**config.mk**
```make
export PLATFORM = sky130hd
export DESIGN_NAME = sorted_wakeup_timer_queue_top
export DESIGN_NICKNAME = d
export VERILOG_FILES = /design/src/hw/rtl/swtq_pkg.sv /design/src/hw/rtl/swtq_store.sv /design/src/hw/rtl/sorted_wakeup_timer_queue_top.sv
export SDC_FILE = /design/constraint.sdc
export NUM_CORES = 2
export LEC_CHECK = 0
export ABC_AREA = 1
export BUFFER_PORTS_ARGS = -buffer_cell sky130_fd_sc_hd__buf_2
export CAP_MARGIN = 0
export CORE_MARGIN = 2
export CORE_UTILIZATION = 60
export DETAILED_ROUTE_END_ITERATION = 10
export PLACE_DENSITY = 0.81
export SYNTH_ARGS = -nofsm -noshare
export SYNTH_HDL_FRONTEND = slang
export SYNTH_SLANG_ARGS = --single-unit
```
**constraint.sdc**
```tcl
create_clock -name aclk -period 7.4 [get_ports aclk]
set_clock_uncertainty 0.15 [all_clocks]
set_input_delay 1.48 -clock aclk [delete_from_list [all_inputs] [get_ports aclk]]
set_output_delay 1.48 -clock aclk [all_outputs]
set_load 0.05 [all_outputs]
```
**src/hw/rtl/swtq_pkg.sv**
```systemverilog
// ----------------------------------------------------------------------------
// swtq_pkg
// Shared types and constants of the sorted wake-up timer queue.
// ----------------------------------------------------------------------------
`timescale 1ns / 1ps

package swtq_pkg;

    localparam int unsigned PID_W   = 16;
    localparam int unsigned SEC_W   = 12;
    localparam int unsigned TIME_W  = 32;
    localparam int unsigned UNITS_W = 24;
    localparam int unsigned KIND_W  = 3;

    localparam logic [UNITS_W-1:0] UNITS_RESET = 24'd1000000;

    typedef enum logic [KIND_W-1:0] {
        KIND_QUEUED = 3'd0,
        KIND_NEG    = 3'd1,
        KIND_FULL   = 3'd2,
        KIND_WAKE   = 3'd3,
        KIND_NONE   = 3'd4
    } kind_t;

    typedef enum logic [2:0] {
        ST_IDLE,
        ST_MUL,
        ST_ADD,
        ST_INS_RD,
        ST_INS_CMP,
        ST_TICK_RD,
        ST_TICK_CMP,
        ST_FIN
    } state_t;

    typedef struct packed {
        logic [TIME_W-1:0] wake;
        logic [PID_W-1:0]  pid;
    } entry_t;

endpackage

```
**src/hw/rtl/swtq_store.sv**
```systemverilog
// ----------------------------------------------------------------------------
// swtq_store
// Entry memory of the queue: one write port, one registered read port.
// ----------------------------------------------------------------------------
`timescale 1ns / 1ps

module swtq_store #(
    parameter int unsigned DEPTH = 32
) (
    input  logic                     aclk,
    input  logic                     we,
    input  logic [$clog2(DEPTH)-1:0] waddr,
    input  swtq_pkg::entry_t         wdata,
    input  logic                     re,
    input  logic [$clog2(DEPTH)-1:0] raddr,
    output swtq_pkg::entry_t         rdata
);
    import swtq_pkg::*;

    entry_t mem [DEPTH];
    entry_t rdata_reg;

    always_ff @(posedge aclk) begin
        if (we) begin
            mem[waddr] <= wdata;
        end
        if (re) begin
            rdata_reg <= mem[raddr];
        end
    end

    assign rdata = rdata_reg;

endmodule

```
**src/hw/rtl/sorted_wakeup_timer_queue_top.sv**
```systemverilog
// ----------------------------------------------------------------------------
// sorted_wakeup_timer_queue_top
// Wake-up queue kept in wake-time order in a circular entry memory.
// ----------------------------------------------------------------------------
// Usage:
//   s_ channel: one word per request. tuser[0] = op (0 sleep, 1 tick);
//   tdata = pid, seconds, now. m_ channel: one word per result, tuser = kind,
//   tdata = woken pid, tlast marks the final result of a request.
//   cfg channel: units_per_second, always ready; write only while idle.
// Sequencing (s_tready is high only while idle, between requests):
//   Sleep: multiply and add states form the wake time, then one memory
//   port pair walks back from the tail, moving each queued entry whose
//   wake time is later than the new one a slot toward the tail.
//   Rejected requests go straight to their result. A tick reads the head,
//   then releases due entries one at a time until one is not due or none is left.
// Reset: aresetn clears the queue count and head pointer and loads the
//   default units_per_second; the memory needs no clearing.
// Stall: results sit in an output register; while m_tready is low the walk
//   over due entries holds and the next request waits.
// ----------------------------------------------------------------------------
`timescale 1ns / 1ps

module sorted_wakeup_timer_queue_top #(
    parameter int unsigned QUEUE_DEPTH = 32
) (
    input  logic                          aclk,
    input  logic                          aresetn,
    // configuration
    input  logic                          cfg_valid,
    output logic                          cfg_ready,
    input  logic [swtq_pkg::UNITS_W-1:0]  cfg_data,
    // requests
    input  logic                          s_tvalid,
    output logic                          s_tready,
    input  logic [63:0]                   s_tdata,  // pid[15:0], seconds[27:16], now[59:28]
    input  logic [0:0]                    s_tuser,  // op[0]
    // results
    output logic                          m_tvalid,
    input  logic                          m_tready,
    output logic [15:0]                   m_tdata,  // woken_pid[15:0]
    output logic [2:0]                    m_tuser,  // kind[2:0]
    output logic                          m_tlast
);
    import swtq_pkg::*;

    localparam int unsigned AW = $clog2(QUEUE_DEPTH);
    localparam int unsigned CW = $clog2(QUEUE_DEPTH + 1);
    localparam logic [AW-1:0] LAST_IDX = AW'(QUEUE_DEPTH - 1);

    state_t state_reg, state_next;

    logic [UNITS_W-1:0] units_reg, units_next;
    logic [AW-1:0]      head_reg, head_next;
    logic [CW-1:0]      count_reg, count_next;
    logic               pend_valid_reg, pend_valid_next;
    logic               m_tvalid_reg, m_tvalid_next;

    logic [PID_W-1:0]   pid_reg, pid_next;
    logic [SEC_W-1:0]   sec_reg, sec_next;
    logic [TIME_W-1:0]  now_reg, now_next;
    logic [TIME_W-1:0]  prod_reg, prod_next;
    logic [TIME_W-1:0]  wt_reg, wt_next;
    logic [AW-1:0]      pos_reg, pos_next;
    logic [CW-1:0]      rem_reg, rem_next;
    kind_t              kind_reg, kind_next;
    logic [PID_W-1:0]   pend_pid_reg, pend_pid_next;
    logic [2:0]         m_kind_reg, m_kind_next;
    logic [PID_W-1:0]   m_pid_reg, m_pid_next;
    logic               m_last_reg, m_last_next;

    logic               mem_we, mem_re;
    logic [AW-1:0]      mem_waddr, mem_raddr;
    entry_t             mem_wdata, rd_entry;

    logic               s_fire, out_free, out_load, full;
    logic               ins_shift, tick_due;
    logic [34:0]        prod_full;
    logic [AW:0]        tail_sum;
    logic [AW-1:0]      tail_idx, pos_dec, pos_dec2, head_inc;

    function automatic logic [AW-1:0] idx_inc(input logic [AW-1:0] a);
        return (a == LAST_IDX) ? '0 : a + AW'(1);
    endfunction

    function automatic logic [AW-1:0] idx_dec(input logic [AW-1:0] a);
        return (a == '0) ? LAST_IDX : a - AW'(1);
    endfunction

    assign s_tready  = (state_reg == ST_IDLE);
    assign cfg_ready = 1'b1;
    assign s_fire    = s_tvalid && s_tready;
    assign out_free  = !m_tvalid_reg || m_tready;
    assign full      = (count_reg == CW'(QUEUE_DEPTH));

    assign prod_full = 35'(sec_reg[SEC_W-2:0]) * 35'(units_reg);
    assign tail_sum  = {1'b0, head_reg} + (AW + 1)'(count_reg);
    assign tail_idx  = (tail_sum >= (AW + 1)'(QUEUE_DEPTH))
                     ? AW'(tail_sum - (AW + 1)'(QUEUE_DEPTH)) : tail_sum[AW-1:0];
    assign pos_dec   = idx_dec(pos_reg);
    assign pos_dec2  = idx_dec(pos_dec);
    assign head_inc  = idx_inc(head_reg);

    assign ins_shift = rd_entry.wake > wt_reg;
    assign tick_due  = rd_entry.wake <= now_reg;

    swtq_store #(
        .DEPTH (QUEUE_DEPTH)
    ) u_store (
        .aclk  (aclk),
        .we    (mem_we),
        .waddr (mem_waddr),
        .wdata (mem_wdata),
        .re    (mem_re),
        .raddr (mem_raddr),
        .rdata (rd_entry)
    );

    // next state
    always_comb begin
        state_next = state_reg;
        unique case (state_reg)
            ST_IDLE: begin
                if (s_fire) begin
                    priority if (s_tuser[0]) state_next = ST_TICK_RD;
                    else if (s_tdata[27])    state_next = ST_FIN;
                    else if (full)           state_next = ST_FIN;
                    else                     state_next = ST_MUL;
                end
            end
            ST_MUL:    state_next = ST_ADD;
            ST_ADD:    state_next = ST_INS_RD;
            ST_INS_RD: begin
                state_next = (rem_reg == '0) ? ST_FIN : ST_INS_CMP;
            end
            ST_INS_CMP: begin
                if (!ins_shift) begin
                    state_next = ST_FIN;
                end else if (rem_reg == CW'(1)) begin
                    state_next = ST_INS_RD;
                end
            end
            ST_TICK_RD: begin
                state_next = (count_reg == '0) ? ST_FIN : ST_TICK_CMP;
            end
            ST_TICK_CMP: begin
                if (!tick_due) begin
                    state_next = ST_FIN;
                end else if (!pend_valid_reg || out_free) begin
                    if (count_reg == CW'(1)) state_next = ST_FIN;
                end
            end
            ST_FIN: begin
                if (out_free) state_next = ST_IDLE;
            end
            default: state_next = ST_IDLE;
        endcase
    end

    // datapath and memory control
    always_comb begin
        units_next      = (cfg_valid && cfg_ready) ? cfg_data : units_reg;
        head_next       = head_reg;
        count_next      = count_reg;
        pend_valid_next = pend_valid_reg;
        pid_next        = pid_reg;
        sec_next        = sec_reg;
        now_next        = now_reg;
        prod_next       = prod_reg;
        wt_next         = wt_reg;
        pos_next        = pos_reg;
        rem_next        = rem_reg;
        kind_next       = kind_reg;
        pend_pid_next   = pend_pid_reg;
        out_load        = 1'b0;
        m_kind_next     = m_kind_reg;
        m_pid_next      = m_pid_reg;
        m_last_next     = m_last_reg;
        mem_we          = 1'b0;
        mem_waddr       = pos_reg;
        mem_wdata       = '{wake: wt_reg, pid: pid_reg};
        mem_re          = 1'b0;
        mem_raddr       = pos_dec;

        unique case (state_reg)
            ST_IDLE: begin
                if (s_fire) begin
                    pid_next        = s_tdata[15:0];
                    sec_next        = s_tdata[27:16];
                    now_next        = s_tdata[59:28];
                    pend_valid_next = 1'b0;
                    priority if (s_tuser[0]) kind_next = KIND_NONE;
                    else if (s_tdata[27])    kind_next = KIND_NEG;
                    else if (full)           kind_next = KIND_FULL;
                    else                     kind_next = KIND_QUEUED;
                end
            end
            ST_MUL: begin
                prod_next = prod_full[TIME_W-1:0];
            end
            ST_ADD: begin
                wt_next  = now_reg + prod_reg;
                pos_next = tail_idx;
                rem_next = count_reg;
            end
            ST_INS_RD: begin
                if (rem_reg == '0) begin
                    mem_we     = 1'b1;
                    count_next = count_reg + CW'(1);
                end else begin
                    mem_re = 1'b1;
                end
            end
            ST_INS_CMP: begin
                mem_we = 1'b1;
                if (ins_shift) begin
                    // move the later entry one slot toward the tail
                    mem_wdata = rd_entry;
                    pos_next  = pos_dec;
                    rem_next  = rem_reg - CW'(1);
                    if (rem_reg != CW'(1)) begin
                        mem_re    = 1'b1;
                        mem_raddr = pos_dec2;
                    end
                end else begin
                    count_next = count_reg + CW'(1);
                end
            end
            ST_TICK_RD: begin
                mem_raddr = head_reg;
                mem_re    = (count_reg != '0);
            end
            ST_TICK_CMP: begin
                mem_raddr = head_inc;
                if (tick_due && (!pend_valid_reg || out_free)) begin
                    // emit the held entry, hold this one until its successor is known
                    if (pend_valid_reg) begin
                        out_load    = 1'b1;
                        m_kind_next = KIND_WAKE;
                        m_pid_next  = pend_pid_reg;
                        m_last_next = 1'b0;
                    end
                    pend_valid_next = 1'b1;
                    pend_pid_next   = rd_entry.pid;
                    head_next       = head_inc;
                    count_next      = count_reg - CW'(1);
                    // fetch the new head
                    if (count_reg != CW'(1)) begin
                        mem_re = 1'b1;
                    end
                end
            end
            ST_FIN: begin
                if (out_free) begin
                    out_load    = 1'b1;
                    m_kind_next = pend_valid_reg ? KIND_WAKE : kind_reg;
                    m_pid_next  = pend_valid_reg ? pend_pid_reg : '0;
                    m_last_next = 1'b1;
                end
            end
            default: ;
        endcase

        m_tvalid_next = out_load ? 1'b1 : (m_tready ? 1'b0 : m_tvalid_reg);
    end

    always_ff @(posedge aclk) begin
        if (!aresetn) begin
            state_reg      <= ST_IDLE;
            units_reg      <= UNITS_RESET;
            head_reg       <= '0;
            count_reg      <= '0;
            pend_valid_reg <= 1'b0;
            m_tvalid_reg   <= 1'b0;
        end else begin
            state_reg      <= state_next;
            units_reg      <= units_next;
            head_reg       <= head_next;
            count_reg      <= count_next;
            pend_valid_reg <= pend_valid_next;
            m_tvalid_reg   <= m_tvalid_next;
        end
    end

    always_ff @(posedge aclk) begin
        pid_reg      <= pid_next;
        sec_reg      <= sec_next;
        now_reg      <= now_next;
        prod_reg     <= prod_next;
        wt_reg       <= wt_next;
        pos_reg      <= pos_next;
        rem_reg      <= rem_next;
        kind_reg     <= kind_next;
        pend_pid_reg <= pend_pid_next;
        m_kind_reg   <= m_kind_next;
        m_pid_reg    <= m_pid_next;
        m_last_reg   <= m_last_next;
    end

    assign m_tvalid = m_tvalid_reg;
    assign m_tdata  = m_pid_reg;
    assign m_tuser  = m_kind_reg;
    assign m_tlast  = m_last_reg;

endmodule

```
### Yosys cells after proc, flatten, opt, wreduce, memory -nomap -nowiden

Memory sizes are Yosys's and may differ from the RTL's. A register that Yosys moved wholly into a read port is not among the register bits.
Cells that the tools add are included.

| cells by class | value |
|---|---|
| $add $sub $neg | 9 |
| $mul | 1 |
| order comparisons | 3 |
| equal/unequal tests | 23 |
| mux-type cells | 65 |
| reduce and logical (&&, ||, !) cells | 25 |

Operators with widths:

| operator | count |
|---|---|
| 2-to-1 mux 48 bit | 2 |
| 2-to-1 mux 16 bit | 4 |
| 2-to-1 mux 3 bit | 14 |
| 2-to-1 mux 5 bit | 7 |
| adder 32 bit | 1 |
| greater-than comparator 32 bit | 1 |
| <= comparator 32 bit | 1 |
| multiplier 11 x 24 -> 32 bit | 1 |
| case mux 16 bit (2 select lines) | 1 |
| 2-to-1 mux 6 bit | 4 |
| case mux 3 bit (8 select lines) | 1 |
| 2-to-1 mux 1 bit | 20 |
| case mux 6 bit (3 select lines) | 1 |
| case mux 5 bit (3 select lines) | 1 |
| subtractor 5 x 1 -> 5 bit, second input constant | 3 |
| equality test 3 bit, second input constant | 4 |
| equality test 6 x 1 -> 1 bit, second input constant | 2 |
| logical NOT 6 bit | 2 |
| != test 2 bit, second input constant | 6 |
| != test 6 x 1 -> 1 bit, second input constant | 2 |
| case mux 6 bit (2 select lines) | 1 |
| subtractor 6 x 1 -> 6 bit, second input constant | 2 |
| logical NOT 5 bit | 2 |
| case mux 5 bit (2 select lines) | 1 |
| other kinds (26) | 42 |

| word-level totals | value |
|---|---|
| register bits after elaboration | 213 |
| RAM bits | 1536 |
| input port bits | 94 |
| output and inout port bits | 23 |
| logic and storage cells | 146 |
| memories kept | 1 |

Memory list:

| name | depth | width | read ports | clocked after memory_dff | wr ports | line | source |
|---|---|---|---|---|---|---|---|
| u_store.mem | 32 | 48 | 1 | 1 | 1 | swtq_store.sv:20 | `entry_t mem [DEPTH];` |

### Depth between registers and ports, before layout

| depth | value |
|---|---|
| depth after elaboration | 7 |
| gate-level depth with buffers | 28 |

### Hierarchy

Synthesis repeated with hierarchy kept, for this count alone.

| second synthesis, totals | value |
|---|---|
| cells, all modules | 7658 |
| area, all modules | 83458.8 sq um |

By module, submodules not included:

| module | instances | cells each | area an instance (sq um) | seq. area each (sq um) |
|---|---|---|---|---|
| swtq_store | 1 | 5279 | 63449.6 | 47565.6 |
| sorted_wakeup_timer_queue_top | 1 | 2379 | 20009.2 | 5995.8 |

### Least setup slack after synthesis

Ideal clock, no wire load.

| timing path | value |
|---|---|
| kind | reg-to-reg |
| from | register sec_reg[2] |
| to | register prod_reg[25], data pin |
| data arrival time | 5.103 ns |
| required time | 6.985 ns |
| setup slack | 1.882 ns |
| cell stages (with the launch flop) | 23 |
| buffers on the path | 1 |
| period minus slack after synthesis | 5.518 ns |
| cells stage by stage | edfxtp_1 -> clkbuf_1 -> nand2_1 -> fa_1 -> fa_1 -> fa_1 -> inv_1 -> fa_1 -> fa_1 -> ha_1 -> nand2_1 -> inv_1 -> nand2_1 -> nand2_1 -> nor2_1 -> nor2_1 -> a21oi_1 -> o21ai_1 -> a21oi_1 -> o21bai_1 -> a21boi_1 -> o21ai_0 -> xor2_1 |

| on the way | value |
|---|---|
| word-level cells in the longest chain between the ends | 1 |

RTL lines:

| item | line | source |
|---|---|---|
| start, declared | sorted_wakeup_timer_queue_top.sv:59 | `logic [SEC_W-1:0] sec_reg, sec_next;` |
| start signal, assigned | sorted_wakeup_timer_queue_top.sv:286 | `sec_reg <= sec_next;` |
| multiplier 11 x 24 -> 32 bit | sorted_wakeup_timer_queue_top.sv:95 | `assign prod_full = 35'(sec_reg[SEC_W-2:0]) * 35'(units_reg);` |
| via prod_full[25] | sorted_wakeup_timer_queue_top.sv:77 | `logic [34:0] prod_full;` |
| end signal, assigned | sorted_wakeup_timer_queue_top.sv:288 | `prod_reg <= prod_next;` |
| end, declared | sorted_wakeup_timer_queue_top.sv:61 | `logic [TIME_W-1:0] prod_reg, prod_next;` |

The timed path passes the listed nets, and every way through them passes these cells.
A chain may end at the register's enable or synchronous reset.

### Worst setup path after layout

| timing path | value |
|---|---|
| from | register sec_reg[5] |
| to | register prod_reg[25], data pin |

Same word-level chain as after synthesis.

==> impl_table.tex <==
\begin{tabular}{lr}
\hline
Metric & Value \\
\hline
\multicolumn{2}{l}{\textbf{Synthesis}} \\
Synth Cell Area & 88200 um2 \\
Fraction of post-synthesis cell area in the top cell type by area & 59.8\% \\
Count of flip-flops with a built-in enable after synthesis & 1757 \\
Syn Nets & 8993 \\
Number of warning messages in the yosys log & 0 \\
Cell accounting for the most synthesized area & sky130\_fd\_sc\_hd\_\_edfxtp\_1 \\
Proportion of register bits with asynchronous set or reset after synthesis & 0\% \\
Seq/Total Area, Yosys & 60.7\% \\
Distinct cells, synth & 53 \\
Post-synthesis area per instance & 10.3 um2 \\
Number of storage elements in the synthesis netlist & 1797 \\
Most frequently used flop master after synthesis & sky130\_fd\_sc\_hd\_\_edfxtp\_1 \\
Post-Synthesis Cells & 8531 \\
Top cells by area in the synthesized netlist & sky130\_fd\_sc\_hd\_\_edfxtp\_1 60\%, sky130\_fd\_sc\_hd\_\_nand3\_1 9.5\%, sky130\_fd\_sc\_hd\_\_nand2\_1 8.7\% \\
\multicolumn{2}{l}{\textbf{Global route}} \\
Wire length of the first global-routing pass & 361000 um \\
Largest net degree at the start of global routing & 224 \\
Global-route usage over all layers & 31.6\% \\
Total overflow reported by the global router & 0 \\
Via count of the first global-routing pass & 62800 \\
Initial antenna violation count & 1 \\
\multicolumn{2}{l}{\textbf{STA}} \\
Worst-Margin Slew & 1470 ps \\
Number of slew-limit violations in the final report & 0 \\
RSZ-0062 raised after global routing & no \\
Remaining max-slew budget at the tightest pin & 2.04\% \\
Crit path time final & 6550 ps \\
Setup violation total in the final timing report & 0 \\
Period utilization & 88.5\% \\
Count of final hold-check violations & 0 \\
Setup Total Neg Slack & 0 ps \\
Maximum clock frequency & 153 MHz \\
\multicolumn{2}{l}{\textbf{Setup path}} \\
Critical Path Source Type & flip-flop \\
Required time of the critical path & 7830 ps \\
Cell-by-cell listing of the critical path & nand2\_1 -> fa\_1 -> inv\_1 -> fa\_1 -> fa\_1 -> fa\_1 -> inv\_1 -> fa\_1 -> inv\_1 -> ha\_1 -> a21oi\_1 -> o21ai\_0 -> a21oi\_1 -> o21ai\_1 -> a21oi\_1 -> o21bai\_1 -> a21boi\_1 -> o21ai\_0 -> xor2\_1 \\
Delay contributed by the slowest stage of the critical path & 1090 ps \\
Setup slack of the most critical reg-to-reg path & 850 ps \\
Slowest cell on the critical path & sky130\_fd\_sc\_hd\_\_edfxtp\_1 \\
Worst Setup End Kind & flip-flop \\
Kind of critical path & reg -> reg \\
Data arrival, critical path & 6980 ps \\
Critical register-to-register path startpoint & sec\_reg[5]\$\_DFFE\_PP\_ \\
Worst-path maximum fanout & 24 \\
Most frequent CP cell & sky130\_fd\_sc\_hd\_\_fa\_1 \\
Endpoint of the worst-slack reg-to-reg timing path & prod\_reg[25]\$\_DFFE\_PP\_ \\
Number of cell instances on the worst register-to-register path & 19 \\
\multicolumn{2}{l}{\textbf{Drt}} \\
Count of nets left with antenna violations after detail routing & 0 \\
Vias per cell & 6.06 \\
Detailed-route wire length & 240000 um \\
First-pass DRT Iterations & 7 \\
Number of vias in the routed layout & 63700 \\
Number of DRC markers in iteration 0 & 9537 \\
Number of DRC violations after detailed routing & 0 \\
Average wire per cell in the routed design & 22.8 um \\
\multicolumn{2}{l}{\textbf{Worst hold path}} \\
Worst Min Path Start & u\_store.rdata[13]\$\_DFFE\_PP\_ \\
Capture endpoint of the worst hold path & pend\_pid\_reg[13]\$\_DFFE\_PP\_ \\
Worst min-delay path category & reg -> reg \\
Worst hold path stage count & 0 \\
\multicolumn{2}{l}{\textbf{Clocking}} \\
Post-CTS repair timing setup buffer count & 0 \\
Clk slew on worst S/H paths & 60 ps \\
Resized cells post-CTS & 0 \\
Cell chosen for the clock root & sky130\_fd\_sc\_hd\_\_clkbuf\_16 \\
Clock tree from TritonCTS & done \\
Sinks on the clock net & 1797 \\
Total number of H-tree levels & 4 \\
Total clock buffers created by CTS & 175 \\
Cts hold-fix bufs & 0 \\
Max Buffers Root-to-Sink & 3 \\
Clock latency reported for the late side of the worst-skew pair & 840 ps \\
\multicolumn{2}{l}{\textbf{Die}} \\
Core region area & 146000 um2 \\
Floorplan die area & 150000 um2 \\
Overall die width & 387 um \\
I/O pin count & 117 \\
Initial cell density of the core & 60.5\% \\
Die height & 387 um \\
Rows & 140 \\
\multicolumn{2}{l}{\textbf{Job}} \\
Reported max-cap violation count & 0 \\
\multicolumn{2}{l}{\textbf{Placement}} \\
Final weighted congestion in routability-driven placement & 0.880 \\
Half-perimeter wire length after detailed placement & 132000 um \\
Port buffer count & 111 \\
\multicolumn{2}{l}{\textbf{Run status}} \\
Result of the run & completed \\
\multicolumn{2}{l}{\textbf{Layout}} \\
Layout overhead on the synthesized area & 9.05\% \\
Share of layout cells above drive strength 1 & 6.76\% \\
Total Nets Final & 8917 \\
Max FFs per register & 1536 \\
\hline
\end{tabular}
worst max path at each step:
stage                          from                      to  cells after the start
6_report       sec_reg[5]$_DFFE_PP_  prod_reg[25]$_DFFE_PP_                     19
2_1_floorplan  sec_reg[2]$_DFFE_PP_  prod_reg[25]$_DFFE_PP_                     22
3_3_place_gp   sec_reg[5]$_DFFE_PP_  prod_reg[25]$_DFFE_PP_                     19
4_1_cts        sec_reg[5]$_DFFE_PP_  prod_reg[25]$_DFFE_PP_                     19
5_1_grt        sec_reg[5]$_DFFE_PP_  prod_reg[25]$_DFFE_PP_                     19
3_5_place_dp   sec_reg[5]$_DFFE_PP_  prod_reg[25]$_DFFE_PP_                     19
per-layer routing:
| layer | vias up | GRT usage (%) | part of all wire, % |
|---|---|---|---|
| met5 | - | 0 | 0.0046 |
| met1 | 30300 | 39.8 | 34 |
| met4 | 2 | 16.2 | 5.6 |
| met2 | 4295 | 51.7 | 48 |
| met3 | 893 | 6.96 | 13 |
| li1 | 28200 | - | - |
cell families (layout without fill, tap and decap cells):
family	Yosys count	in the layout	share of synthesized area (%)
flip-flops	1797	1797	60.7
XOR/XNOR	82	82	0.814
other	1	3	0.00425
AND/OR/NAND/NOR	4192	4192	21.5
buffers and inverters	1802	1869	8.23
AO/OA/AOI/OAI	289	289	1.87
adder cells (fa/ha/maj)	368	368	6.90
worst max-delay path, delay by kind of cell (launching register included):
| family | cells | cell delay [ps] |
|---|---|---|
| adder cells (fa/ha/maj) | 6 | 2900 |
| AO/OA/AOI/OAI | 8 | 1610 |
| flip-flops | 1 | 1090 |
| AND/OR/NAND/NOR | 1 | 200 |
| XOR/XNOR | 1 | 160 |
| buffers and inverters | 3 | 150 |
per-stage QoR:
step | utilization, % | setup WS (ps) | area [um2] | std cells | hold slack (ps)
2_1_floorplan | - | 1880 | 88200 | 8531 | 277
3_3_place_gp | 62.1 | 977 | 90500 | 10200 | 289
3_5_place_dp | 62.1 | 853 | 90500 | 10200 | 287
4_1_cts | 66.0 | 825 | 96200 | 10500 | 301
5_1_grt | 66.0 | 459 | 96200 | 10500 | 317
6_report | 66.0 | 850 | 96200 | 10500 | 308
layout make-up:
type / instances / area [um2]
Multi-Input combinational cell: 4932 / 27800
Antenna cell: 2 / 5.00
Clock inverter: 114 / 1130
Timing Repair Buffer: 230 / 1750
Inverter: 1319 / 4970
Sequential cell: 1797 / 53600
Fill cell: 10200 / 49500
Tap cell: 1917 / 2400
Clock buffer: 206 / 4570
cell usage in the layout (no fill, tap or decap), types with 39 or more instances in the layout:
master / netlist / final
sky130_fd_sc_hd__nand2_1: 2038 / 2038
sky130_fd_sc_hd__xor2_1: 54 / 54
sky130_fd_sc_hd__nand3b_1: 240 / 240
sky130_fd_sc_hd__inv_1: 1309 / 1307
sky130_fd_sc_hd__clkinv_1: 0 / 39
sky130_fd_sc_hd__dfxtp_1: 40 / 40
sky130_fd_sc_hd__fa_1: 197 / 197
sky130_fd_sc_hd__o21ai_0: 103 / 71
sky130_fd_sc_hd__ha_1: 171 / 171
sky130_fd_sc_hd__nor2_1: 163 / 127
sky130_fd_sc_hd__edfxtp_1: 1757 / 1757
sky130_fd_sc_hd__a21oi_1: 108 / 108
sky130_fd_sc_hd__buf_2: 251 / 111
sky130_fd_sc_hd__buf_4: 34 / 95
sky130_fd_sc_hd__nand3_1: 1683 / 1682
sky130_fd_sc_hd__clkbuf_16: 0 / 178
Yosys cell counts, drive strengths merged, types with 5 or more instances:
cell type  instances
nand2           2048
edfxtp          1757
nand3           1685
inv             1319
buf              326
nand3b           240
fa               197
ha               171
nor2             171
clkbuf           157
o21ai            112
a21oi            108
xor2              54
dfxtp             40
xnor2             28
nand4             20
nor3              16
o21bai            11
a31oi              9
o21a               9
a21boi             7
a221oi             7
nor4               6
o221ai             6
a21o               5
Power is left out: the tool's default activity adds up to more than one toggle a clock period on the data nets, which glitch-free logic cannot reach.
